==> config.mk <==
export PLATFORM = sky130hd
export DESIGN_NAME = bmp_pixel_encoder
export DESIGN_NICKNAME = d
export VERILOG_FILES = /design/src/sv/bpe_pkg.sv /design/src/sv/bmp_pixel_encoder.sv /design/src/sv/bpe_blend_lane.sv /design/src/sv/bpe_merge.sv
export SDC_FILE = /design/constraint.sdc
export NUM_CORES = 1
export LEC_CHECK = 0
export BUFFER_PORTS_ARGS = -buffer_cell sky130_fd_sc_hd__buf_4
export CORE_MARGIN = 1
export CORE_UTILIZATION = 55
export DETAILED_ROUTE_END_ITERATION = 8
export PLACE_DENSITY = 0.73
export SYNTH_ARGS = -nofsm -noshare
export SYNTH_HDL_FRONTEND = slang
export SYNTH_SLANG_ARGS = --single-unit
==> constraint.sdc <==
create_clock -name i_clk -period 6.3 [get_ports i_clk]
set_input_delay 0.945 -clock i_clk [delete_from_list [all_inputs] [get_ports i_clk]]
set_output_delay 0.945 -clock i_clk [all_outputs]
set_load 0.01 [all_outputs]
==> src/sv/bpe_pkg.sv <==
// ----------------------------------------------------------------------------
// bpe_pkg: shared types and codes for the BMP pixel encoder
// Holds the pixel transaction structs, the stage control struct and the
// configuration register indexes.
// ----------------------------------------------------------------------------
`default_nettype none

package bpe_pkg;

    localparam int CFG_IDX_W = 3;
    localparam int CFG_DATA_W = 13;

    localparam logic [CFG_IDX_W-1:0] CFG_REVERSE_ORDER   = 3'd0;
    localparam logic [CFG_IDX_W-1:0] CFG_COMPONENTS      = 3'd1;
    localparam logic [CFG_IDX_W-1:0] CFG_ALPHA_PLACEMENT = 3'd2;
    localparam logic [CFG_IDX_W-1:0] CFG_ROW_WIDTH       = 3'd3;
    localparam logic [CFG_IDX_W-1:0] CFG_PAD_BYTES       = 3'd4;

    localparam logic [1:0] PLACE_NONE     = 2'd0;
    localparam logic [1:0] PLACE_LEADING  = 2'd1;
    localparam logic [1:0] PLACE_TRAILING = 2'd2;
    localparam logic [1:0] PLACE_RSVD     = 2'd3;

    localparam logic [2:0] COMP_GRAY  = 3'd1;
    localparam logic [2:0] COMP_GRAYA = 3'd2;
    localparam logic [2:0] COMP_RGB   = 3'd3;
    localparam logic [2:0] COMP_RGBA  = 3'd4;

    localparam logic [2:0] COUNT_NO_ALPHA = 3'd3;
    localparam logic [2:0] COUNT_ALPHA    = 3'd4;

    localparam logic [7:0] BG_FULL = 8'd255;

    typedef struct packed {
        logic [7:0] chan0;
        logic [7:0] chan1;
        logic [7:0] chan2;
        logic [7:0] chan3;
    } t_in_item;

    typedef struct packed {
        logic [7:0] out0;
        logic [7:0] out1;
        logic [7:0] out2;
        logic [7:0] out3;
        logic [2:0] byte_count;
        logic       row_end;
        logic [1:0] pad_count;
    } t_out_item;

    // Per-pixel decode that travels beside the lanes to the merge stage.
    typedef struct packed {
        logic       reverse;
        logic       gray;
        logic       blend;
        logic [1:0] place;
        logic [7:0] alpha;
        logic       row_end;
        logic [1:0] pad_count;
    } t_ctrl;

endpackage

`default_nettype wire

==> src/sv/bmp_pixel_encoder.sv <==
// ----------------------------------------------------------------------------
// bmp_pixel_encoder: BMP scanline byte encoder with alpha composite
// An accepted pixel is registered in the blend lanes, then in the merge output.
// Throughput is one pixel per cycle unless the output holds it off; three blend
// lanes share the pixel and each holds one 8x8 multiply in the first stage.
// Reset is synchronous, active low: it empties the pipeline, clears the
// column counter and loads the register defaults (BGR, RGBA, width 1).
// ----------------------------------------------------------------------------
`default_nettype none

module bmp_pixel_encoder #(
    parameter int MAX_WIDTH = 4096
) (
    input  wire logic                               i_clk,
    input  wire logic                               i_rst_n,
    input  wire logic                               i_in_valid,
    output logic                                    o_in_ready,
    input  wire bpe_pkg::t_in_item                  i_in_data,
    output logic                                    o_out_valid,
    input  wire logic                               i_out_ready,
    output bpe_pkg::t_out_item                      o_out_data,
    input  wire logic                               i_cfg_valid,
    output logic                                    o_cfg_ready,
    input  wire logic [bpe_pkg::CFG_IDX_W-1:0]      i_cfg_index,
    input  wire logic [bpe_pkg::CFG_DATA_W-1:0]     i_cfg_data
);
    import bpe_pkg::*;

    localparam int COL_W = (MAX_WIDTH > 1) ? $clog2(MAX_WIDTH) : 1;
    localparam int CMP_W = (COL_W + 1 > CFG_DATA_W) ? COL_W + 1 : CFG_DATA_W;

    // Configuration registers.
    logic                  r_reverse;
    logic [2:0]            r_components;
    logic [1:0]            r_place;
    logic [CFG_DATA_W-1:0] r_row_width;
    logic [1:0]            r_pad_bytes;

    logic [COL_W-1:0] r_col;
    logic [COL_W-1:0] n_col;
    logic             r_s1_valid;
    logic             r_out_valid;
    t_ctrl            r_ctrl;
    t_ctrl            n_ctrl;

    logic             in_fire;
    logic             s2_load;
    logic [2:0]       comp_n;
    logic [1:0]       place_n;
    logic [CMP_W-1:0] width_raw;
    logic [CMP_W-1:0] width_eff;
    logic             row_end_now;

    logic [2:0][7:0]  lane_chan;
    logic [2:0]       lane_bg;
    logic [2:0][7:0]  lane_raw;
    logic [2:0][7:0]  lane_blend;

    assign o_cfg_ready = 1'b1;

    always_ff @(posedge i_clk) begin
        if (!i_rst_n) begin
            r_reverse    <= 1'b1;
            r_components <= COMP_RGBA;
            r_place      <= PLACE_NONE;
            r_row_width  <= CFG_DATA_W'(1);
            r_pad_bytes  <= 2'd0;
        end else if (i_cfg_valid) begin
            case (i_cfg_index)
                CFG_REVERSE_ORDER:   r_reverse    <= i_cfg_data[0];
                CFG_COMPONENTS:      r_components <= i_cfg_data[2:0];
                CFG_ALPHA_PLACEMENT: r_place      <= i_cfg_data[1:0];
                CFG_ROW_WIDTH:       r_row_width  <= i_cfg_data;
                CFG_PAD_BYTES:       r_pad_bytes  <= i_cfg_data[1:0];
                default: ;
            endcase
        end
    end

    // Handshake: the output register and the lane stage form an elastic pipe.
    assign s2_load    = r_s1_valid && (!r_out_valid || i_out_ready);
    assign o_in_ready = !r_s1_valid || s2_load;
    assign in_fire    = i_in_valid && o_in_ready;

    always_ff @(posedge i_clk) begin
        if (!i_rst_n) begin
            r_s1_valid  <= 1'b0;
            r_out_valid <= 1'b0;
        end else begin
            if (in_fire) begin
                r_s1_valid <= 1'b1;
            end else if (s2_load) begin
                r_s1_valid <= 1'b0;
            end
            if (s2_load) begin
                r_out_valid <= 1'b1;
            end else if (i_out_ready) begin
                r_out_valid <= 1'b0;
            end
        end
    end

    // Decode of the register settings, with out-of-range codes folded in.
    always_comb begin
        comp_n = r_components;
        if (r_components == 3'd0) begin
            comp_n = COMP_GRAY;
        end else if (r_components > COMP_RGBA) begin
            comp_n = COMP_RGBA;
        end
        place_n = (r_place == PLACE_RSVD) ? PLACE_NONE : r_place;

        width_raw = CMP_W'(r_row_width);
        width_eff = width_raw;
        if (width_raw == '0) begin
            width_eff = CMP_W'(1);
        end else if (width_raw > CMP_W'(MAX_WIDTH)) begin
            width_eff = CMP_W'(MAX_WIDTH);
        end
        row_end_now = (CMP_W'(r_col) + CMP_W'(1)) >= width_eff;
        n_col       = row_end_now ? '0 : r_col + COL_W'(1);

        n_ctrl.reverse   = r_reverse;
        n_ctrl.gray      = (comp_n == COMP_GRAY) || (comp_n == COMP_GRAYA);
        n_ctrl.blend     = (comp_n == COMP_RGBA) && (place_n == PLACE_NONE);
        n_ctrl.place     = place_n;
        n_ctrl.row_end   = row_end_now;
        n_ctrl.pad_count = row_end_now ? r_pad_bytes : 2'd0;
        case (comp_n)
            COMP_GRAY:  n_ctrl.alpha = i_in_data.chan0;
            COMP_GRAYA: n_ctrl.alpha = i_in_data.chan1;
            COMP_RGB:   n_ctrl.alpha = i_in_data.chan2;
            default:    n_ctrl.alpha = i_in_data.chan3;
        endcase
    end

    always_ff @(posedge i_clk) begin
        if (!i_rst_n) begin
            r_col <= '0;
        end else if (in_fire) begin
            r_col <= n_col;
        end
    end

    always_ff @(posedge i_clk) begin
        if (in_fire) begin
            r_ctrl <= n_ctrl;
        end
    end

    // Red and blue blend toward 255, green toward 0.
    assign lane_chan = {i_in_data.chan2, i_in_data.chan1, i_in_data.chan0};
    assign lane_bg   = 3'b101;

    for (genvar g = 0; g < 3; g++) begin : g_lane
        bpe_blend_lane u_lane (
            .i_clk     (i_clk),
            .i_en      (in_fire),
            .i_chan    (lane_chan[g]),
            .i_alpha   (i_in_data.chan3),
            .i_bg_full (lane_bg[g]),
            .o_raw     (lane_raw[g]),
            .o_blend   (lane_blend[g])
        );
    end

    bpe_merge u_merge (
        .i_clk   (i_clk),
        .i_load  (s2_load),
        .i_ctrl  (r_ctrl),
        .i_raw   (lane_raw),
        .i_blend (lane_blend),
        .o_item  (o_out_data)
    );

    assign o_out_valid = r_out_valid;

    a_pad_only_at_row_end: assert property (@(posedge i_clk) disable iff (!i_rst_n)
        o_out_valid |-> (o_out_data.pad_count == 2'd0 || o_out_data.row_end))
        else $error("pad bytes reported away from row end");

    a_count_legal: assert property (@(posedge i_clk) disable iff (!i_rst_n)
        o_out_valid |-> (o_out_data.byte_count == COUNT_NO_ALPHA ||
                         o_out_data.byte_count == COUNT_ALPHA))
        else $error("illegal byte count");

    a_no_alpha_zero: assert property (@(posedge i_clk) disable iff (!i_rst_n)
        (o_out_valid && o_out_data.byte_count == COUNT_NO_ALPHA) |->
            (o_out_data.out3 == 8'd0))
        else $error("fourth byte not zero without alpha");

    a_col_wraps: assert property (@(posedge i_clk) disable iff (!i_rst_n)
        (in_fire && row_end_now) |=> (r_col == '0))
        else $error("column counter did not wrap at row end");

    a_col_bound: assert property (@(posedge i_clk) disable iff (!i_rst_n)
        CMP_W'(r_col) < CMP_W'(MAX_WIDTH))
        else $error("column counter beyond maximum width");

endmodule

`default_nettype wire

==> src/sv/bpe_blend_lane.sv <==
// ----------------------------------------------------------------------------
// bpe_blend_lane: one color channel of the alpha composite
// Registers the raw channel and |c - bg| * alpha, then divides the product
// by 255 and moves it back toward the background value.
// ----------------------------------------------------------------------------
`default_nettype none

module bpe_blend_lane (
    input  wire logic       i_clk,
    input  wire logic       i_en,
    input  wire logic [7:0] i_chan,
    input  wire logic [7:0] i_alpha,
    input  wire logic       i_bg_full,
    output logic      [7:0] o_raw,
    output logic      [7:0] o_blend
);
    import bpe_pkg::*;

    logic [7:0]  n_diff;
    logic [15:0] r_prod;
    logic [7:0]  r_raw;
    logic        r_bg_full;
    logic [16:0] n_sum;
    logic [7:0]  n_quot;

    // Against a full background the channel can only reach it from below.
    assign n_diff = i_bg_full ? (BG_FULL - i_chan) : i_chan;

    always_ff @(posedge i_clk) begin
        if (i_en) begin
            r_prod    <= 16'(n_diff * i_alpha);
            r_raw     <= i_chan;
            r_bg_full <= i_bg_full;
        end
    end

    // Exact x / 255 for any product of two bytes.
    assign n_sum  = {1'b0, r_prod} + 17'(r_prod[15:8]) + 17'd1;
    assign n_quot = n_sum[15:8];

    assign o_raw   = r_raw;
    assign o_blend = r_bg_full ? (BG_FULL - n_quot) : n_quot;

endmodule

`default_nettype wire

==> src/sv/bpe_merge.sv <==
// ----------------------------------------------------------------------------
// bpe_merge: assembles the output bytes of one pixel
// Chooses gray, raw or blended colors, applies channel reversal and places
// the alpha byte, then registers the result transaction.
// ----------------------------------------------------------------------------
`default_nettype none

module bpe_merge (
    input  wire logic               i_clk,
    input  wire logic               i_load,
    input  wire bpe_pkg::t_ctrl     i_ctrl,
    input  wire logic [2:0][7:0]    i_raw,
    input  wire logic [2:0][7:0]    i_blend,
    output bpe_pkg::t_out_item      o_item
);
    import bpe_pkg::*;

    logic [2:0][7:0] n_col;
    logic [7:0]      n_first;
    logic [7:0]      n_last;
    t_out_item       n_item;
    t_out_item       r_item;

    always_comb begin
        n_col   = i_ctrl.blend ? i_blend : i_raw;
        n_first = n_col[0];
        n_last  = n_col[2];
        if (i_ctrl.gray) begin
            n_first  = i_raw[0];
            n_col[1] = i_raw[0];
            n_last   = i_raw[0];
        end else if (i_ctrl.reverse) begin
            n_first = n_col[2];
            n_last  = n_col[0];
        end

        n_item.row_end   = i_ctrl.row_end;
        n_item.pad_count = i_ctrl.pad_count;
        case (i_ctrl.place)
            PLACE_LEADING: begin
                n_item.out0       = i_ctrl.alpha;
                n_item.out1       = n_first;
                n_item.out2       = n_col[1];
                n_item.out3       = n_last;
                n_item.byte_count = COUNT_ALPHA;
            end
            PLACE_TRAILING: begin
                n_item.out0       = n_first;
                n_item.out1       = n_col[1];
                n_item.out2       = n_last;
                n_item.out3       = i_ctrl.alpha;
                n_item.byte_count = COUNT_ALPHA;
            end
            default: begin
                n_item.out0       = n_first;
                n_item.out1       = n_col[1];
                n_item.out2       = n_last;
                n_item.out3       = 8'd0;
                n_item.byte_count = COUNT_NO_ALPHA;
            end
        endcase
    end

    always_ff @(posedge i_clk) begin
        if (i_load) begin
            r_item <= n_item;
        end
    end

    assign o_item = r_item;

endmodule

`default_nettype wire

==> run summary <==
Outcome - finished clean
Site Rows - 58
Critical path arrival - 4.88 ns
DR DRC count - 0
Max VDD drop - 0.219 mV
Post-Synth Simple-Gate Area - 0.177
IO Pins - 94
Max Cap Viol - 0
FILL cells - 2091
Core area - 0.0253 mm^2
Worst reg2reg startpoint - r_col[0]
Synth top area cells - edfxtp_1 26%, fa_1 15%, ha_1 13%, nor2b_1 5.2%, dfxtp_1 4.9%
Initial antenna violation count - 0
Die footprint - 0.0266 mm^2
Final hold vios - 0
Tmin final - 4.69 ns
Vias per cell - 5.66
GPL Wtd Cong - 0.864
CP Data Required Time - 6.49 ns
Synthesis-to-layout area growth - 10.5%
Register bit total from synthesis - 160
Storage element area - 0.00445 mm^2
Adder-cell share of the synthesized area - 0.280
Syn avg cell area - 9.91 um^2
Max incr delay on CP - 0.53 ns
Clk_skew - 0.0119 ns
Crit. End Element - flip-flop
Synth Area in Compound Gates - 0.113
Critical path type - in -> reg
Setup Viol. Count Final - 0
Biggest area consumer among synthesized cells - edfxtp_1
Ys Warns - 0
CTS sink cnt - 160
Hold Startpoint - r_ctrl[1]
Iter 0 DRT Violations - 632
Met3 routed WL - 1.47 mm
FMAX - 0.213 GHz
Largest family of logic cells by synthesized area - adder cells
Mapped Cells - 1442
Mux contribution to synthesized area - 0.0184
Register area share after synthesis - 0.312
Cell variety after synth - 64
Slew @ Worst Pin - 0.900 ns
Critical path peak fanout - 25
Met2 WL - 14.4 mm
First-pass GRT wire length - 50.8 mm
Multi-input gate area in the final layout - 0.00897 mm^2
DR top layer - met4
Metal-1 WL - 14.5 mm
Setup_tns - 0 ns
Most used cell, CP - fa_1
Top cell type's share of synthesized area - 0.263
Post-synth ARST share - 0
Top_reg_cell synth - edfxtp_1
Layout cells sized above 1 - 0.0945
Fin util - 0.624
PwrDens - 303 mW/mm^2
Resize count post-CTS - 0
LEAKAGE - 7.06 nW
Syn nets - 1750
Hold/Removal Path Class - reg -> reg
RSZ-0062 raised after global routing - false
CP cell instances - buf_4 > nor2b_1 > fa_1 > fa_1 > ha_1 > inv_1 > fa_1 > inv_1 > ha_1 > nor2b_1 > o21ai_0 > nand2b_1 > a21o_1 > a31o_2 > a41oi_1 > a21oi_1 > xnor2_1
Routed Antenna Nets - 0
Number of clock buffers inserted by TritonCTS - 17
WL/cell - 16.8 um
Clk_lat worst skew - 0.44 ns
Diode count - 0
TritonRoute pass-1 iters - 4
CTS H-tree depth - 4
Mapped cell area - 0.0143 mm^2
Clock tree buffer depth - 2
Root Driver - clkbuf_16
Detailed-route wire length - 30.9 mm
Fin crit share - 0.745
GRT Total Usage - 0.243
Post-CTS setup buffers - 0
Clk slew on worst S/H paths - 0.07 ns
Slew Limit Fails - 0
DP HPWL - 23.9 mm
GR Overflow Total - 0
Critical Path Source Type - input port
Initial Util - 0.564
Die Ht - 163 um
Max stage delay cell, worst path - fa_1
Via Count - 10400
Crit path from - i_in_data[2]
TritonCTS clock tree - done
Die extent in x - 163 um
Number of global-route vias before repair - 10200
Post-synthesis xor/xnor area fraction - 0.0392
Largest net degree at the start of global routing - 57
Post-synth EDFFs - 125
Number of port buffers - 92
Layout Nets - 1809
Slew headroom - 0.400
Hold-fix buffers at CTS - 0
## final timing paths
path / end / slack, ns / cells after the start
setup / recovery: g_lane[2].u_lane.r_prod[15] / 1.61 / 17
hold / removal: u_merge.o_item[1] / 0.42 / 0
setup reg to reg: r_col[3] / 2.58 / 13
hold reg to reg: u_merge.o_item[1] / 0.42 / 0
## power by group
group	switching (W)	internal [W]
registers	0.000147	0.00141
logic	0.00122	0.000963
clock network	0.000477	0.000566
## layer usage
metal	track usage	vias to the layer above
li1	-	5010
met1	0.339	5108
met2	0.397	281
met3	0.0274	36
met4	0.0709	0
met5	0	-
## cell type report
cell class	count	share of cell area
tap	330	0.0261
multi-input combinational	1056	0.568
sequential	160	0.282
inverter	169	0.0402
clock buffer	17	0.0269
clock inverter	15	0.0106
timing repair buffer	97	0.0461
## stage by stage
| step | cell area (um^2) | hold WS [ns] | worst slack, ns | total power [W] | std cells |
|---|---|---|---|---|---|
| 2_1_floorplan | 14300 | 0.400 | 1.37 | 0.00319 | 1442 |
| 5_1_grt | 15800 | 0.438 | 1.41 | 0.00514 | 1844 |
| 3_5_place_dp | 15200 | 0.408 | 1.15 | 0.00375 | 1812 |
| 3_3_place_gp | 15200 | 0.401 | 1.22 | 0.00368 | 1812 |
| 6_report | 15800 | 0.422 | 1.61 | 0.00478 | 1844 |
| 4_1_cts | 15800 | 0.423 | 1.61 | 0.00480 | 1844 |
## critical path: cells and delay by family
kind	cells	cell delay [ns]
xor+xnor	1	0.13
simple gates	3	0.43
compound gates	5	0.99
fa+ha+maj	5	2.09
buf+inv	3	0.29
## cells in the final DEF (no fill, tap or decap), types with 40 or more instances in the layout
cell type,count
a21oi_1,44
and2_1,53
buf_4,97
edfxtp_1,125
fa_1,108
ha_1,147
inv_1,168
nand2_1,142
nand2b_1,47
nor2b_1,118
o21ai_0,44
xnor2_1,40
## state kept, by name, indices dropped and copies added (netlist names)
| name | flops |
|---|---|
| r_place | 2 |
| g_lane.u_lane.r_prod | 48 |
| r_pad_bytes | 2 |
| r_reverse | 1 |
| r_row_width | 13 |
| u_merge.o_item | 37 |
| g_lane.u_lane.o_raw | 24 |
| o_out_valid | 1 |
| r_ctrl | 16 |
| r_components | 3 |
| r_s1_valid | 1 |
| r_col | 12 |
## cells in the mapped netlist (all sizes together), types with 3 or more instances
library cell and count:
xnor2 40, o31a 4, a22o 10, and4 3, o22ai 3, a211o 4
nand2b 47, o31ai 5, o21a 10, a211oi 5, and2 54, o211ai 9
a221o 4, a21oi 44, nand3 26, a41oi 7, ha 147, o221ai 11
a21o 20, clkbuf 50, nand4 4, xor2 24, inv 169, mux2i 24
buf 7, or3 10, edfxtp 125, nand4b 6, a31o 5, a21boi 20
o21ai 46, nor2 35, and3 13, fa 108, nor3 13, nand2 142
dfxtp 35, a32oi 7, a31oi 3, nor2b 119
## kinds of logic (layout without fill, tap and decap cells)
| kind of cell | after synthesis | count (layout) |
|---|---|---|
| xor gates and xnor gates | 64 | 64 |
| muxes | 26 | 26 |
| other | 1 | 1 |
| AOI/OAI and AO/OA | 232 | 232 |
| buffers and inverters | 226 | 298 |
| and+or+nand+nor | 478 | 478 |
| DFF | 160 | 160 |
| adders and majority gates | 255 | 255 |
(Power assumes the default switching activity.)
